$ cat config.mk
export PLATFORM = sky130hd
export DESIGN_NAME = turn_then_line_waypoint_generator
export DESIGN_NICKNAME = d
export VERILOG_FILES = /design/src/design/twp_pkg.sv /design/src/design/twp_front.sv /design/src/design/twp_queue.sv /design/src/design/twp_back.sv /design/src/design/turn_then_line_waypoint_generator.sv
export SDC_FILE = /design/constraint.sdc
export NUM_CORES = 2
export LEC_CHECK = 0
export BUFFER_PORTS_ARGS = -buffer_cell sky130_fd_sc_hd__buf_4
export CAP_MARGIN = 5
export CORE_MARGIN = 5
export CORE_UTILIZATION = 60
export CTS_BUF_LIST = sky130_fd_sc_hd__clkbuf_2
export DETAILED_ROUTE_END_ITERATION = 7
export GPL_TIMING_DRIVEN = 0
export PLACE_DENSITY = 0.77
export SYNTH_ARGS = -nofsm -noshare
export SYNTH_HDL_FRONTEND = slang
export SYNTH_SLANG_ARGS = --single-unit
$ cat constraint.sdc
create_clock -name clk -period 33.2 [get_ports clk]
set_input_delay 6.64 -clock clk [delete_from_list [all_inputs] [get_ports clk]]
set_output_delay 6.64 -clock clk [all_outputs]
set_load 0.005 [all_outputs]
$ cat src/design/twp_pkg.sv
`timescale 1ns / 1ps
// Shared types, constants and small tables for the turn-then-line waypoint generator.
// Depends on nothing; every other file of the block imports it.
package twp_pkg;

    localparam int POS_W       = 32;
    localparam int ANG_W       = 16;
    localparam int IDX_W       = 5;
    localparam int CW          = 36;
    localparam int ZW          = 32;
    localparam int ITERS       = 20;
    localparam int NORM_STEPS  = 6;
    localparam int REM_W       = 6;
    localparam int QUEUE_DEPTH = 2;
    localparam int DATA_IN_W   = 160;
    localparam int DATA_OUT_W  = 88;
    localparam int OUT_PAD_W   = DATA_OUT_W - 2 * POS_W - ANG_W - IDX_W;
    localparam int IDX_LSB     = 2 * POS_W + ANG_W;

    typedef enum logic [3:0] {
        FS_IDLE,
        FS_PREP,
        FS_NORM,
        FS_ROT,
        FS_HEAD,
        FS_TURN,
        FS_MUL,
        FS_SPLIT,
        FS_PUSH
    } front_state_t;

    typedef struct packed {
        logic             neg;
        logic [POS_W-1:0] quo;
        logic [REM_W-1:0] rem;
    } axis_split_t;

    typedef struct packed {
        logic             neg;
        logic [ANG_W-1:0] quo;
        logic [REM_W-1:0] rem;
    } turn_split_t;

    typedef struct packed {
        logic [POS_W-1:0] start_x;
        logic [POS_W-1:0] start_y;
        logic [ANG_W-1:0] start_yaw;
        logic [POS_W-1:0] goal_x;
        logic [POS_W-1:0] goal_y;
        logic [ANG_W-1:0] goal_yaw;
        logic [ANG_W-1:0] heading;
        turn_split_t      turn;
        axis_split_t      line_x;
        axis_split_t      line_y;
    } job_t;

    function automatic logic [ZW-1:0] atan_entry(input logic [4:0] i);
        logic [ZW-1:0] v;
        case (i)
            5'd0:    v = 32'h2000_0000;
            5'd1:    v = 32'h12E4_051E;
            5'd2:    v = 32'h09FB_385B;
            5'd3:    v = 32'h0511_11D4;
            5'd4:    v = 32'h028B_0D43;
            5'd5:    v = 32'h0145_D7E1;
            5'd6:    v = 32'h00A2_F61E;
            5'd7:    v = 32'h0051_7C55;
            5'd8:    v = 32'h0028_BE53;
            5'd9:    v = 32'h0014_5F2F;
            5'd10:   v = 32'h000A_2F98;
            5'd11:   v = 32'h0005_17CC;
            5'd12:   v = 32'h0002_8BE6;
            5'd13:   v = 32'h0001_45F3;
            5'd14:   v = 32'h0000_A2FA;
            5'd15:   v = 32'h0000_517D;
            5'd16:   v = 32'h0000_28BE;
            5'd17:   v = 32'h0000_145F;
            5'd18:   v = 32'h0000_0A30;
            5'd19:   v = 32'h0000_0518;
            default: v = '0;
        endcase
        return v;
    endfunction

    // Normalization runs as a greedy shift search: 16, 8, 4, 2, 1, then a final 1.
    function automatic logic [4:0] norm_amt(input logic [2:0] step);
        logic [4:0] v;
        case (step)
            3'd0:    v = 5'd16;
            3'd1:    v = 5'd8;
            3'd2:    v = 5'd4;
            3'd3:    v = 5'd2;
            default: v = 5'd1;
        endcase
        return v;
    endfunction

    function automatic logic [4:0] norm_exp(input logic [2:0] step);
        logic [4:0] v;
        case (step)
            3'd0:    v = 5'd15;
            3'd1:    v = 5'd23;
            3'd2:    v = 5'd27;
            3'd3:    v = 5'd29;
            3'd4:    v = 5'd30;
            default: v = 5'd31;
        endcase
        return v;
    endfunction

endpackage

$ cat src/design/twp_front.sv
`timescale 1ns / 1ps
// Front end: takes a pose pair, finds the heading with a vectoring CORDIC and splits
// the deltas and the turn into quotient and remainder per step. Depends on twp_pkg.
module twp_front import twp_pkg::*;
#(
    parameter int TURN_POINTS = 10,
    parameter int LINE_POINTS = 10
)
(
    input  logic                 clk,
    input  logic                 rst_n,
    input  logic                 in_valid,
    output logic                 in_ready,
    input  logic [DATA_IN_W-1:0] in_data,
    output logic                 job_valid,
    input  logic                 job_ready,
    output job_t                 job
);

    localparam int DRW       = $clog2(4 * LINE_POINTS);
    localparam int DIV_STEPS = POS_W / 2;
    localparam int DCW       = $clog2(DIV_STEPS + 1);
    localparam logic [DRW-1:0] L_DIV1 = DRW'(LINE_POINTS);
    localparam logic [DRW-1:0] L_DIV2 = DRW'(2 * LINE_POINTS);
    localparam logic [DRW-1:0] L_DIV3 = DRW'(3 * LINE_POINTS);
    localparam int RS = ANG_W + $clog2(TURN_POINTS);
    localparam logic [RS:0] RECIP =
        (RS + 1)'(((longint'(1) << RS) + longint'(TURN_POINTS) - 1) / longint'(TURN_POINTS));
    localparam logic [ANG_W-1:0] T_DIV = ANG_W'(TURN_POINTS);

    front_state_t state_reg, state_next;

    logic [POS_W-1:0] sx_reg, sy_reg, gx_reg, gy_reg;
    logic [ANG_W-1:0] syaw_reg, gyaw_reg;
    logic signed [CW-1:0] x_reg, y_reg;
    logic [POS_W-1:0] ay_reg;
    logic [ZW-1:0]    z_reg;
    logic             zero_reg;
    logic [4:0]       step_reg;
    logic [ANG_W-1:0] head_reg, tmag_reg, tq_reg;
    logic             tneg_reg;
    logic [REM_W-1:0] tb_reg;
    logic             xneg_reg, yneg_reg;

    logic [POS_W-1:0] div_d_reg [2];
    logic [DRW-1:0]   div_r_reg [2];
    logic [DCW-1:0]   div_cnt_reg;

    logic accept;
    logic [POS_W:0] dx, dy, ndx, ndy;
    logic signed [POS_W:0] yv;
    logic [POS_W-1:0] ax, ay, mv;
    logic [ZW-1:0] z_round;
    logic [ANG_W-1:0] turn_raw, tq_times;
    logic [ANG_W+RS:0] prod;
    logic signed [CW-1:0] xs, ys;

    assign accept = in_valid && in_ready;

    always_ff @(posedge clk or negedge rst_n)
    begin
        if (!rst_n)
        begin
            state_reg <= FS_IDLE;
        end
        else
        begin
            state_reg <= state_next;
        end
    end

    always_comb
    begin
        state_next = state_reg;
        in_ready   = 1'b0;
        job_valid  = 1'b0;
        case (state_reg)
            FS_IDLE:
            begin
                in_ready = 1'b1;
                if (in_valid)
                begin
                    state_next = FS_PREP;
                end
            end
            FS_PREP:  state_next = FS_NORM;
            FS_NORM:
            begin
                if (step_reg == 5'(NORM_STEPS - 1))
                begin
                    state_next = FS_ROT;
                end
            end
            FS_ROT:
            begin
                if (step_reg == 5'(ITERS - 1))
                begin
                    state_next = FS_HEAD;
                end
            end
            FS_HEAD:  state_next = FS_TURN;
            FS_TURN:  state_next = FS_MUL;
            FS_MUL:   state_next = FS_SPLIT;
            FS_SPLIT: state_next = FS_PUSH;
            FS_PUSH:
            begin
                job_valid = 1'b1;
                in_ready  = job_ready;
                if (job_ready)
                begin
                    state_next = in_valid ? FS_PREP : FS_IDLE;
                end
            end
            default:  state_next = FS_IDLE;
        endcase
    end

    assign dx  = {gx_reg[POS_W-1], gx_reg} - {sx_reg[POS_W-1], sx_reg};
    assign dy  = {gy_reg[POS_W-1], gy_reg} - {sy_reg[POS_W-1], sy_reg};
    assign ndx = {sx_reg[POS_W-1], sx_reg} - {gx_reg[POS_W-1], gx_reg};
    assign ndy = {sy_reg[POS_W-1], sy_reg} - {gy_reg[POS_W-1], gy_reg};
    assign ax  = dx[POS_W] ? ndx[POS_W-1:0] : dx[POS_W-1:0];
    assign ay  = dy[POS_W] ? ndy[POS_W-1:0] : dy[POS_W-1:0];
    assign yv  = dx[POS_W] ? signed'(ndy) : signed'(dy);
    assign mv  = x_reg[POS_W-1:0] | ay_reg;
    assign xs  = x_reg >>> step_reg;
    assign ys  = y_reg >>> step_reg;
    assign z_round  = z_reg + 32'h0000_8000;
    assign turn_raw = head_reg - syaw_reg;
    assign prod     = (ANG_W + RS + 1)'(tmag_reg) * (ANG_W + RS + 1)'(RECIP);
    assign tq_times = tq_reg * T_DIV;

    always_ff @(posedge clk)
    begin
        if (accept)
        begin
            sx_reg   <= in_data[31:0];
            sy_reg   <= in_data[63:32];
            syaw_reg <= in_data[79:64];
            gx_reg   <= in_data[111:80];
            gy_reg   <= in_data[143:112];
            gyaw_reg <= in_data[159:144];
        end
        case (state_reg)
            FS_PREP:
            begin
                x_reg    <= CW'(ax);
                y_reg    <= CW'(yv);
                ay_reg   <= ay;
                z_reg    <= dx[POS_W] ? 32'h8000_0000 : 32'h0000_0000;
                zero_reg <= (dx == '0) && (dy == '0);
                xneg_reg <= dx[POS_W];
                yneg_reg <= dy[POS_W];
                step_reg <= '0;
            end
            FS_NORM:
            begin
                if ((mv >> norm_exp(step_reg[2:0])) == '0)
                begin
                    x_reg  <= x_reg <<< norm_amt(step_reg[2:0]);
                    y_reg  <= y_reg <<< norm_amt(step_reg[2:0]);
                    ay_reg <= ay_reg << norm_amt(step_reg[2:0]);
                end
                step_reg <= (step_reg == 5'(NORM_STEPS - 1)) ? '0 : step_reg + 5'd1;
            end
            FS_ROT:
            begin
                if (!y_reg[CW-1])
                begin
                    x_reg <= x_reg + ys;
                    y_reg <= y_reg - xs;
                    z_reg <= z_reg + atan_entry(step_reg);
                end
                else
                begin
                    x_reg <= x_reg - ys;
                    y_reg <= y_reg + xs;
                    z_reg <= z_reg - atan_entry(step_reg);
                end
                step_reg <= step_reg + 5'd1;
            end
            FS_HEAD:
            begin
                head_reg <= zero_reg ? '0 : z_round[ZW-1:ZW-ANG_W];
            end
            FS_TURN:
            begin
                // A turn of exactly half a circle counts as positive.
                tneg_reg <= turn_raw[ANG_W-1] && (turn_raw != 16'h8000);
                tmag_reg <= (turn_raw[ANG_W-1] && (turn_raw != 16'h8000))
                            ? (~turn_raw + 16'd1) : turn_raw;
            end
            FS_MUL:
            begin
                tq_reg <= ANG_W'(prod >> RS);
            end
            FS_SPLIT:
            begin
                tb_reg <= REM_W'(tmag_reg - tq_times);
            end
            default:
            begin
            end
        endcase
    end

    // Radix-4 division of both delta magnitudes by the line point count.
    always_ff @(posedge clk or negedge rst_n)
    begin
        if (!rst_n)
        begin
            div_cnt_reg <= '0;
        end
        else if (state_reg == FS_PREP)
        begin
            div_cnt_reg <= DCW'(DIV_STEPS);
        end
        else if (div_cnt_reg != '0)
        begin
            div_cnt_reg <= div_cnt_reg - DCW'(1);
        end
    end

    always_ff @(posedge clk)
    begin
        if (state_reg == FS_PREP)
        begin
            div_d_reg[0] <= ax;
            div_d_reg[1] <= ay;
            div_r_reg[0] <= '0;
            div_r_reg[1] <= '0;
        end
        else if (div_cnt_reg != '0)
        begin
            for (int n = 0; n < 2; n++)
            begin
                logic [DRW-1:0] r4;
                r4 = DRW'({div_r_reg[n], div_d_reg[n][POS_W-1:POS_W-2]});
                if (r4 >= L_DIV3)
                begin
                    div_r_reg[n] <= r4 - L_DIV3;
                    div_d_reg[n] <= {div_d_reg[n][POS_W-3:0], 2'd3};
                end
                else if (r4 >= L_DIV2)
                begin
                    div_r_reg[n] <= r4 - L_DIV2;
                    div_d_reg[n] <= {div_d_reg[n][POS_W-3:0], 2'd2};
                end
                else if (r4 >= L_DIV1)
                begin
                    div_r_reg[n] <= r4 - L_DIV1;
                    div_d_reg[n] <= {div_d_reg[n][POS_W-3:0], 2'd1};
                end
                else
                begin
                    div_r_reg[n] <= r4;
                    div_d_reg[n] <= {div_d_reg[n][POS_W-3:0], 2'd0};
                end
            end
        end
    end

    always_comb
    begin
        job.start_x    = sx_reg;
        job.start_y    = sy_reg;
        job.start_yaw  = syaw_reg;
        job.goal_x     = gx_reg;
        job.goal_y     = gy_reg;
        job.goal_yaw   = gyaw_reg;
        job.heading    = head_reg;
        job.turn.neg   = tneg_reg;
        job.turn.quo   = tq_reg;
        job.turn.rem   = tb_reg;
        job.line_x.neg = xneg_reg;
        job.line_x.quo = div_d_reg[0];
        job.line_x.rem = REM_W'(div_r_reg[0]);
        job.line_y.neg = yneg_reg;
        job.line_y.quo = div_d_reg[1];
        job.line_y.rem = REM_W'(div_r_reg[1]);
    end

endmodule

$ cat src/design/twp_queue.sv
`timescale 1ns / 1ps
// Short register queue of classified jobs between the front end and the back end.
// Depends on twp_pkg for the job type and the depth.
module twp_queue import twp_pkg::*;
(
    input  logic clk,
    input  logic rst_n,
    input  logic in_valid,
    output logic in_ready,
    input  job_t in_job,
    output logic out_valid,
    input  logic out_ready,
    output job_t out_job
);

    localparam int PW = $clog2(QUEUE_DEPTH);
    localparam int CNW = $clog2(QUEUE_DEPTH + 1);

    job_t mem_reg [QUEUE_DEPTH];
    logic [PW-1:0] wr_ptr_reg, rd_ptr_reg;
    logic [CNW-1:0] cnt_reg;
    logic push, pop;

    assign in_ready  = cnt_reg != CNW'(QUEUE_DEPTH);
    assign out_valid = cnt_reg != '0;
    assign out_job   = mem_reg[rd_ptr_reg];
    assign push      = in_valid && in_ready;
    assign pop       = out_valid && out_ready;

    always_ff @(posedge clk or negedge rst_n)
    begin
        if (!rst_n)
        begin
            wr_ptr_reg <= '0;
            rd_ptr_reg <= '0;
            cnt_reg    <= '0;
        end
        else
        begin
            if (push)
            begin
                wr_ptr_reg <= (wr_ptr_reg == PW'(QUEUE_DEPTH - 1)) ? '0 : wr_ptr_reg + PW'(1);
            end
            if (pop)
            begin
                rd_ptr_reg <= (rd_ptr_reg == PW'(QUEUE_DEPTH - 1)) ? '0 : rd_ptr_reg + PW'(1);
            end
            if (push && !pop)
            begin
                cnt_reg <= cnt_reg + CNW'(1);
            end
            else if (pop && !push)
            begin
                cnt_reg <= cnt_reg - CNW'(1);
            end
        end
    end

    always_ff @(posedge clk)
    begin
        if (push)
        begin
            mem_reg[wr_ptr_reg] <= in_job;
        end
    end

endmodule

$ cat src/design/twp_back.sv
`timescale 1ns / 1ps
// Back end: walks one job through its turn points, line points and goal point,
// stepping rounded offsets incrementally. Depends on twp_pkg.
module twp_back import twp_pkg::*;
#(
    parameter int TURN_POINTS = 10,
    parameter int LINE_POINTS = 10
)
(
    input  logic                  clk,
    input  logic                  rst_n,
    input  logic                  job_valid,
    output logic                  job_ready,
    input  job_t                  job,
    output logic                  out_valid,
    input  logic                  out_ready,
    output logic [DATA_OUT_W-1:0] out_data,
    output logic                  out_last
);

    localparam int TOTAL = TURN_POINTS + LINE_POINTS + 1;
    localparam int KW    = $clog2(TOTAL);
    localparam int TRW   = $clog2(2 * TURN_POINTS);
    localparam int LRW   = $clog2(2 * LINE_POINTS);
    localparam logic [TRW-1:0] T_DIV  = TRW'(TURN_POINTS);
    localparam logic [TRW-1:0] T_HALF = TRW'(TURN_POINTS / 2);
    localparam logic [LRW-1:0] L_DIV  = LRW'(LINE_POINTS);
    localparam logic [LRW-1:0] L_HALF = LRW'(LINE_POINTS / 2);
    localparam logic [KW-1:0]  K_TURN_END = KW'(TURN_POINTS);
    localparam logic [KW-1:0]  K_LAST     = KW'(TOTAL - 1);

    function automatic logic [POS_W+LRW-1:0] line_step(input logic [POS_W-1:0] q,
                                                        input logic [LRW-1:0]   r,
                                                        input axis_split_t      s);
        logic [LRW-1:0] sum;
        logic           c;
        sum = r + LRW'(s.rem);
        c   = sum >= L_DIV;
        return {q + s.quo + POS_W'(c), c ? sum - L_DIV : sum};
    endfunction

    job_t             job_reg;
    logic             active_reg;
    logic [KW-1:0]    k_reg;
    logic [ANG_W-1:0] tq_reg;
    logic [TRW-1:0]   tr_reg;
    logic [POS_W-1:0] xq_reg, yq_reg;
    logic [LRW-1:0]   xr_reg, yr_reg;
    logic             out_valid_reg, out_last_reg;
    logic [POS_W-1:0] ox_reg, oy_reg;
    logic [ANG_W-1:0] oyaw_reg;
    logic [IDX_W-1:0] oidx_reg;

    logic emit, is_last, in_turn, in_line, load;
    logic [TRW-1:0] t_sum;
    logic t_carry;
    logic [POS_W+LRW-1:0] x_first, y_first, x_step, y_step;

    assign emit      = active_reg && (!out_valid_reg || out_ready);
    assign is_last   = k_reg == K_LAST;
    assign in_turn   = k_reg < K_TURN_END;
    assign in_line   = !in_turn && !is_last;
    assign job_ready = !active_reg || (emit && is_last);
    assign load      = job_valid && job_ready;

    assign t_sum   = tr_reg + TRW'(job_reg.turn.rem);
    assign t_carry = t_sum >= T_DIV;
    assign x_first = line_step('0, L_HALF, job.line_x);
    assign y_first = line_step('0, L_HALF, job.line_y);
    assign x_step  = line_step(xq_reg, xr_reg, job_reg.line_x);
    assign y_step  = line_step(yq_reg, yr_reg, job_reg.line_y);

    always_ff @(posedge clk or negedge rst_n)
    begin
        if (!rst_n)
        begin
            active_reg    <= 1'b0;
            k_reg         <= '0;
            out_valid_reg <= 1'b0;
        end
        else
        begin
            if (load)
            begin
                active_reg <= 1'b1;
                k_reg      <= '0;
            end
            else if (emit)
            begin
                if (is_last)
                begin
                    active_reg <= 1'b0;
                end
                k_reg <= k_reg + KW'(1);
            end
            if (emit)
            begin
                out_valid_reg <= 1'b1;
            end
            else if (out_ready)
            begin
                out_valid_reg <= 1'b0;
            end
        end
    end

    always_ff @(posedge clk)
    begin
        if (load)
        begin
            job_reg <= job;
            tq_reg  <= '0;
            tr_reg  <= T_HALF;
            {xq_reg, xr_reg} <= x_first;
            {yq_reg, yr_reg} <= y_first;
        end
        else if (emit && in_turn)
        begin
            tq_reg <= tq_reg + job_reg.turn.quo + ANG_W'(t_carry);
            tr_reg <= t_carry ? t_sum - T_DIV : t_sum;
        end
        else if (emit && in_line)
        begin
            {xq_reg, xr_reg} <= x_step;
            {yq_reg, yr_reg} <= y_step;
        end

        if (emit)
        begin
            oidx_reg     <= IDX_W'(k_reg);
            out_last_reg <= is_last;
            if (in_turn)
            begin
                ox_reg   <= job_reg.start_x;
                oy_reg   <= job_reg.start_y;
                oyaw_reg <= job_reg.start_yaw
                            + (tq_reg ^ {ANG_W{job_reg.turn.neg}})
                            + ANG_W'(job_reg.turn.neg);
            end
            else if (in_line)
            begin
                ox_reg   <= job_reg.start_x + (xq_reg ^ {POS_W{job_reg.line_x.neg}})
                            + POS_W'(job_reg.line_x.neg);
                oy_reg   <= job_reg.start_y + (yq_reg ^ {POS_W{job_reg.line_y.neg}})
                            + POS_W'(job_reg.line_y.neg);
                oyaw_reg <= job_reg.heading;
            end
            else
            begin
                ox_reg   <= job_reg.goal_x;
                oy_reg   <= job_reg.goal_y;
                oyaw_reg <= job_reg.goal_yaw;
            end
        end
    end

    assign out_valid = out_valid_reg;
    assign out_last  = out_last_reg;
    assign out_data  = {{OUT_PAD_W{1'b0}}, oidx_reg, oyaw_reg, oy_reg, ox_reg};

endmodule

$ cat src/design/turn_then_line_waypoint_generator.sv
`timescale 1ns / 1ps
// Top level of the turn-then-line waypoint generator.
// Depends on twp_pkg, twp_front, twp_queue and twp_back.

// Each accepted pose pair yields TURN_POINTS + LINE_POINTS + 1 waypoints, one per
// cycle while the sink is ready: turn points at the start position, line points
// toward the goal, then the goal pose with tlast set. Per pose pair the front end runs
// a setup step, six normalization steps and 20 CORDIC rotations for the heading,
// then a turn division in its turn, multiply and split states, so with default
// parameters the front end paces a continuous input stream; with longer paths the
// output, at one waypoint per cycle, sets the rate. The next pose pair is taken while
// a path is still streaming out, and up to two finished pose pairs wait in a queue.
module turn_then_line_waypoint_generator import twp_pkg::*;
#(
    parameter int TURN_POINTS = 10,
    parameter int LINE_POINTS = 10
)
(
    input  logic                  clk,
    input  logic                  rst_n,
    input  logic                  s_axis_tvalid,
    output logic                  s_axis_tready,
    // start_x, start_y, start_yaw, goal_x, goal_y, goal_yaw
    input  logic [DATA_IN_W-1:0]  s_axis_tdata,
    output logic                  m_axis_tvalid,
    input  logic                  m_axis_tready,
    // way_x, way_y, way_yaw, point_index, zero fill
    output logic [DATA_OUT_W-1:0] m_axis_tdata,
    output logic                  m_axis_tlast
);

    job_t front_job, back_job;
    logic front_valid, front_ready, back_valid, back_ready;

    twp_front #(
        .TURN_POINTS(TURN_POINTS),
        .LINE_POINTS(LINE_POINTS)
    ) u_front (
        .clk       (clk),
        .rst_n     (rst_n),
        .in_valid  (s_axis_tvalid),
        .in_ready  (s_axis_tready),
        .in_data   (s_axis_tdata),
        .job_valid (front_valid),
        .job_ready (front_ready),
        .job       (front_job)
    );

    twp_queue u_queue (
        .clk       (clk),
        .rst_n     (rst_n),
        .in_valid  (front_valid),
        .in_ready  (front_ready),
        .in_job    (front_job),
        .out_valid (back_valid),
        .out_ready (back_ready),
        .out_job   (back_job)
    );

    twp_back #(
        .TURN_POINTS(TURN_POINTS),
        .LINE_POINTS(LINE_POINTS)
    ) u_back (
        .clk       (clk),
        .rst_n     (rst_n),
        .job_valid (back_valid),
        .job_ready (back_ready),
        .job       (back_job),
        .out_valid (m_axis_tvalid),
        .out_ready (m_axis_tready),
        .out_data  (m_axis_tdata),
        .out_last  (m_axis_tlast)
    );

endmodule

-- Yosys cells after proc, flatten, opt, wreduce, memory -nomap -nowiden
Memories as Yosys holds them, arrays and structs flattened. A register that Yosys moved wholly into a read port is not among the register bits.
Index checks and enable logic that the tools add are counted.
W data, S select, Z words.
- flip-flop bits (word level): 831
- memory bits (writable): 624
- ROM bits: 1920
- logic and storage cells: 349
- memories: 5
- memories (memory ; depth ; bits a word ; rd ports ; clocked after memory_dff ; wr ports ; RTL line ; RTL):
    (no name shown) ; 32 ; 30 ; 1 ; 1 ; 0 ; twp_pkg.sv:59 ; case (i)
    (no name shown) ; 32 ; 30 ; 1 ; 1 ; 0 ; twp_pkg.sv:59 ;
    u_queue.mem_reg ; 2 ; 274 ; 1 ; 0 ; 1 ; twp_queue.sv:19 ; job_t mem_reg [QUEUE_DEPTH];
    u_front.div_d_reg ; 2 ; 32 ; 2 ; 0 ; 2 ; twp_front.sv:45 ; logic [POS_W-1:0] div_d_reg [2];
    u_front.div_r_reg ; 2 ; 6 ; 2 ; 0 ; 2 ; twp_front.sv:46 ; logic [DRW-1:0] div_r_reg [2];
- add/subtract/negate cells: 51
- multipliers: 2
- magnitude comparators: 12
- eq/ne operators: 23
- shift operators: 6
- muxes and demuxes: 134
- bitwise gates (word level): 21
- reductions and logical operators: 41
- operators by type and width (operator ; number):
    $mux W32 ; 27
    $pmux W36 S3 ; 2
    $add A32 B1 Y32 ; 6
    $add A32 B32 Y32 ; 5
    $mux W36 ; 4
    $pmux W32 S2 ; 2
    $mux W5 ; 21
    $sub A32 B32 Y33 ; 3
    $add A36 B36 Y36 ; 2
    $sshl A36 B5 Y36 ; 2
    $sshr A36 B5 Y36 ; 2
    $sub A36 B36 Y36 ; 2
    $logic_not A33 Y1 ; 2
    $sub A32 B32 Y32 ; 2
    $xor A32 B32 Y32 ; 2
    $mux W1 ; 55
    $mux W16 ; 3
    $mux W6 ; 8
    $pmux W4 S9 ; 1
    $mux W33 ; 1
    $add A16 B1 Y16 ; 2
    $add A16 B16 Y16 ; 2
    $add A32 B16 Y32 const B ; 1
    $logic_not A32 Y1 ; 1
    other kinds (53) ; 132

-- Logic depth before layout (Yosys ltp)
- word-level depth: 10
- gate-level depth with buffers: 31

-- Cells and area by module
From an unflattened synthesis, not the netlist that was laid out.
- cells, all modules: 8963
- area, all modules: 97435.9 um^2
- modules (own cells, without submodules) (module ; instances ; cells each ; area an instance (um^2)):
    twp_front ; 1 ; 5676 ; 49865.3
    twp_back ; 1 ; 2407 ; 26549.2
    twp_queue ; 1 ; 880 ; 21021.4

-- Worst setup path after synthesis
Ideal clock, no wire load.
- path type: input -> register
- from: input port m_axis_tready
- to: register u_back.job_reg[0] (netlist bit), enable pin
- data arrival time: 14.963 ns
- data required time: 32.460 ns
- slack: 17.498 ns
- stages: 7
- cells stage by stage: nand2b_1 -> nand2_1 -> nand2_1 -> o21ai_1 -> inv_2 -> clkbuf_1 -> buf_1
- cells in the longest elaborated chain, start to end: 5
- ends and longest elaborated chain (item ; RTL line ; RTL):
    start: declaration ; turn_then_line_waypoint_generator.sv:26 ; input logic m_axis_tready,
    $logic_or A1 B1 Y1 ; twp_back.sv:59 ; assign emit = active_reg && (!out_valid_reg || out_ready);
    $logic_and A1 B1 Y1 ; twp_back.sv:59 ;
    $logic_and A1 B1 Y1 ; twp_back.sv:63 ; assign job_ready = !active_reg || (emit && is_last);
    $logic_or A1 B1 Y1 ; twp_back.sv:63 ;
    $logic_and A1 B1 Y1 ; twp_back.sv:64 ; assign load = job_valid && job_ready;
    via u_back.load ; twp_back.sv:54 ; logic emit, is_last, in_turn, in_line, load;
    end signal: assignment ; twp_back.sv:111 ; job_reg <= job;
    end: declaration ; twp_back.sv:42 ; job_t job_reg;
The timed path passes the listed nets, and every way through them passes these cells.
A chain may end at the register's enable or synchronous reset.

-- Worst setup path after layout
- from: register u_front.state_reg[1]
- to: output port s_axis_tready
- cells in the longest elaborated chain, start to end: 2
- elaborated cells on any way between the ends: 3
- those cells by class: eq/ne: 1; mux: 1; reduce/logical: 1
- ends and longest elaborated chain (item ; RTL line ; RTL):
    start: declaration ; twp_front.sv:31 ; front_state_t state_reg, state_next;
    start signal: assignment ; twp_front.sv:68 ; state_reg <= state_next;
    $eq A4 B4 Y1 / $logic_not A4 Y1 (equally long branches) ; twp_front.sv:77 ; case (state_reg)
    $pmux W1 S2 * ; twp_front.sv:77 ;
    end: declaration ; turn_then_line_waypoint_generator.sv:22 ; output logic s_axis_tready,
Mark *: on every way between the ends. The rest lies on a longest branch, timed or not.

==> impl_metrics.json <==
{
  "routedWlPerCell_um": 31.1,
  "yosys_warnings": 0,
  "floorplan.die.height_um": 405,
  "hold_start": "u_front.div_r_reg[0][4]",
  "final-max-slew-violation-count": 28,
  "final-hold-violation-count": 0,
  "failed_checks": "capacitance limit, slew limit",
  "yosys.area.top_type": "edfxtp_1",
  "fmax_mhz": 92.5,
  "first_global_vias": 75000,
  "synth_seq_cells": 1473,
  "min_period_ns": 10.82,
  "core_um2": 156000,
  "cts_hold_buf": 0,
  "synth-main-ff-cell": "edfxtp_1",
  "gp_congestion": 1.09,
  "port_buffers": 251,
  "start_util_pct": 60.2,
  "timing.reg2reg.worst_path_depth": 21,
  "slew_headroom_pct": -7.94,
  "final_antenna_net_count": 0,
  "synth_top_cell_area_share_pct": 44.9,
  "timing.critical_path.fanout_max": 8,
  "grt.overflow.total": 0,
  "cts-htree-levels": 5,
  "die_area_um2": 164000,
  "cp.required_ns": 26.56,
  "finalClockSkew_ns": 0.210,
  "crit_path_start": "u_front.state_reg[1]",
  "min_to": "u_queue.mem_reg[0][43]",
  "dpl.hpwl_um": 279000,
  "cts_repair_resize_count": 0,
  "synth_edf_count": 1402,
  "distinct_cells_synth": 99,
  "timing.final.crit_share_pct": 32.6,
  "num-fill-cells": 11800,
  "grt_util_met2_pct": 65.1,
  "yosys-top-cells-area": "edfxtp_1, ha_1, mux2i_1",
  "timing.final.setup_violations": 0,
  "minimum_setup_slack_among_reg_to_reg_paths_ns": 22.63,
  "hold-path-cell-count": 0,
  "worstSetupPathType": "reg -> out",
  "setup_repair_after_global_routing_missed_its_margin": "no",
  "syn_avg_cell_area_um2": 10.8,
  "cts_inserted_buffers": 370,
  "outcome": "finished, violations left",
  "mappedNetlistArea_um2": 93800,
  "seq_area_frac_synth_pct": 46.5,
  "largest_register_ff_count": 542,
  "critPathCaptureType": "output port",
  "hp-class": "reg -> reg",
  "die-width_um": 405,
  "cts_tree": "yes",
  "first_pass_grt_wire_length_um": 510000,
  "cts_buffer_depth": 4,
  "grt_util_met1_pct": 54.2,
  "clock_tree.root_cell": "clkbuf_2",
  "area_growth_syn_to_layout_pct": 9.27,
  "route.detailed.drc": 0,
  "max_cap_violations": 6,
  "number_of_antenna_violations_at_the_first_check_in_global_routing": 29,
  "wirelength_um": 362000,
  "post_drt_via_cell_ratio": 6.69,
  "core.rowCount": 145,
  "via_count": 77900,
  "worst_skew_pair.late_latency_ns": 1.91,
  "clkTransAtPathRegs_ns": 0.13,
  "critical_path_arrival_ns": 4.18,
  "startpoint_type": "flip-flop",
  "io-pin-count": 255,
  "dr_pass1_iterations": 7,
  "synth-async-reset-ratio_pct": 1.36,
  "tns_ns": 0,
  "postCtsSetupBuffers": 0,
  "global_route.usage.met3_pct": 11.0,
  "dr.first_iter.drc_count": 11100,
  "tritoncts_num_sinks": 1473,
  "multi_input_area_um2": 46900,
  "worst-slew-pin-transition_ns": 1.61,
  "grt_most_used_layer": "met2",
  "drive_above_1_share_pct": 14.2,
  "grt_start_max_net_pins": 77,
  "grt.total_usage_pct": 43.1,
  "register_area_um2": 43600,
  "crit-reg2reg-launch": "u_queue.rd_ptr_reg",
  "nNetsFinal": 10200,
  "r2r-end": "u_back.yq_reg[30]",
  "number_of_cells_produced_by_synthesis": 8651
}
-- synthesized netlist by cell type, types with 91 or more instances --
master / n
nand3_1: 149
edfxtp_1: 1402
a21o_1: 185
fa_1: 102
nor2_1: 669
xnor2_1: 358
clkbuf_1: 272
mux4_2: 91
inv_1: 476
nand2_1: 696
a21oi_1: 694
nor3_1: 139
mux2i_1: 391
xor2_1: 270
o21ai_0: 417
a31oi_1: 99
ha_1: 585
mux2_2: 276
-- placed cells by master (no fill, tap or decap), types with 185 or more instances in the layout --
cell / instances
mux2i_1: 391
a21o_1: 185
nor2_1: 666
inv_1: 476
mux2_2: 276
buf_4: 260
ha_1: 585
nand2_1: 695
o21ai_0: 415
xor2_1: 270
a21oi_1: 693
clkbuf_2: 526
edfxtp_1: 1402
xnor2_1: 358
clkbuf_1: 269
-- worst max-delay path, stage by stage (launching register included) --
cell	delay, ns
dfrtp_1	0.38
clkbuf_1	0.22
or2_2	0.33
clkbuf_1	0.17
nor3b_1	0.47
nand2_1	0.26
o21ai_0	0.28
buf_4	0.22
-- cell families (layout without fill, tap and decap cells) --
family / after synthesis / in the layout / share of synthesized area [%]
flip-flops: 1473 / 1473 / 46.5
XOR/XNOR: 628 / 628 / 5.86
buffers and inverters: 885 / 1800 / 3.67
AO/OA/AOI/OAI: 2070 / 2070 / 13.8
adder cells (fa/ha/maj): 687 / 687 / 9.98
AND/OR/NAND/NOR: 2141 / 2141 / 10.4
multiplexers: 766 / 766 / 9.77
other: 1 / 29 / 0.00400
-- area by class of cell --
type                    count  area share [%]
repair buffers            298            2.75
clock buffers             523            2.55
flip-flops and latches   1473            42.5
inverters                 486            1.78
plain buffers             399            1.58
multi-input cells        6295            45.7
diodes                     26          0.0635
well taps                2058            2.51
clock inverters            94           0.510
-- routing by layer --
metal / wire length, µm / part of all wire, %
met1: 130000 / 36
met2: 157000 / 43
met3: 43100 / 12
met4: 31400 / 8.7
met5: 99 / 0.027
-- metrics by stage --
step                hold WS (ns)  util (%)  area, µm²  std cells  setup WS (ns)
CTS                        0.402      65.7     102000      11600          22.20
detailed placement         0.430      63.7      99300      11000          22.39
global placement           0.422      63.1      98300      11000          12.37
finish                     0.423      65.8     103000      11700          22.38
global route               0.413      65.8     102000      11600          22.12
floorplan                  0.421         -      93800       8653          17.50
-- worst max path at each step --
| stage | to | slack (ns) |
|---|---|---|
| final | s_axis_tready | 22.38 |
| after detailed placement | u_back.job_reg[163] | 22.39 |
| after global placement | u_back.job_reg[162] | 12.37 |
| after CTS | s_axis_tready | 22.20 |
| after floorplan | u_back.job_reg[0] | 17.50 |
| after global routing | s_axis_tready | 22.12 |
Power is not shown: default switching activity piles up to over one toggle a cycle in this logic, so the estimate is an artifact.
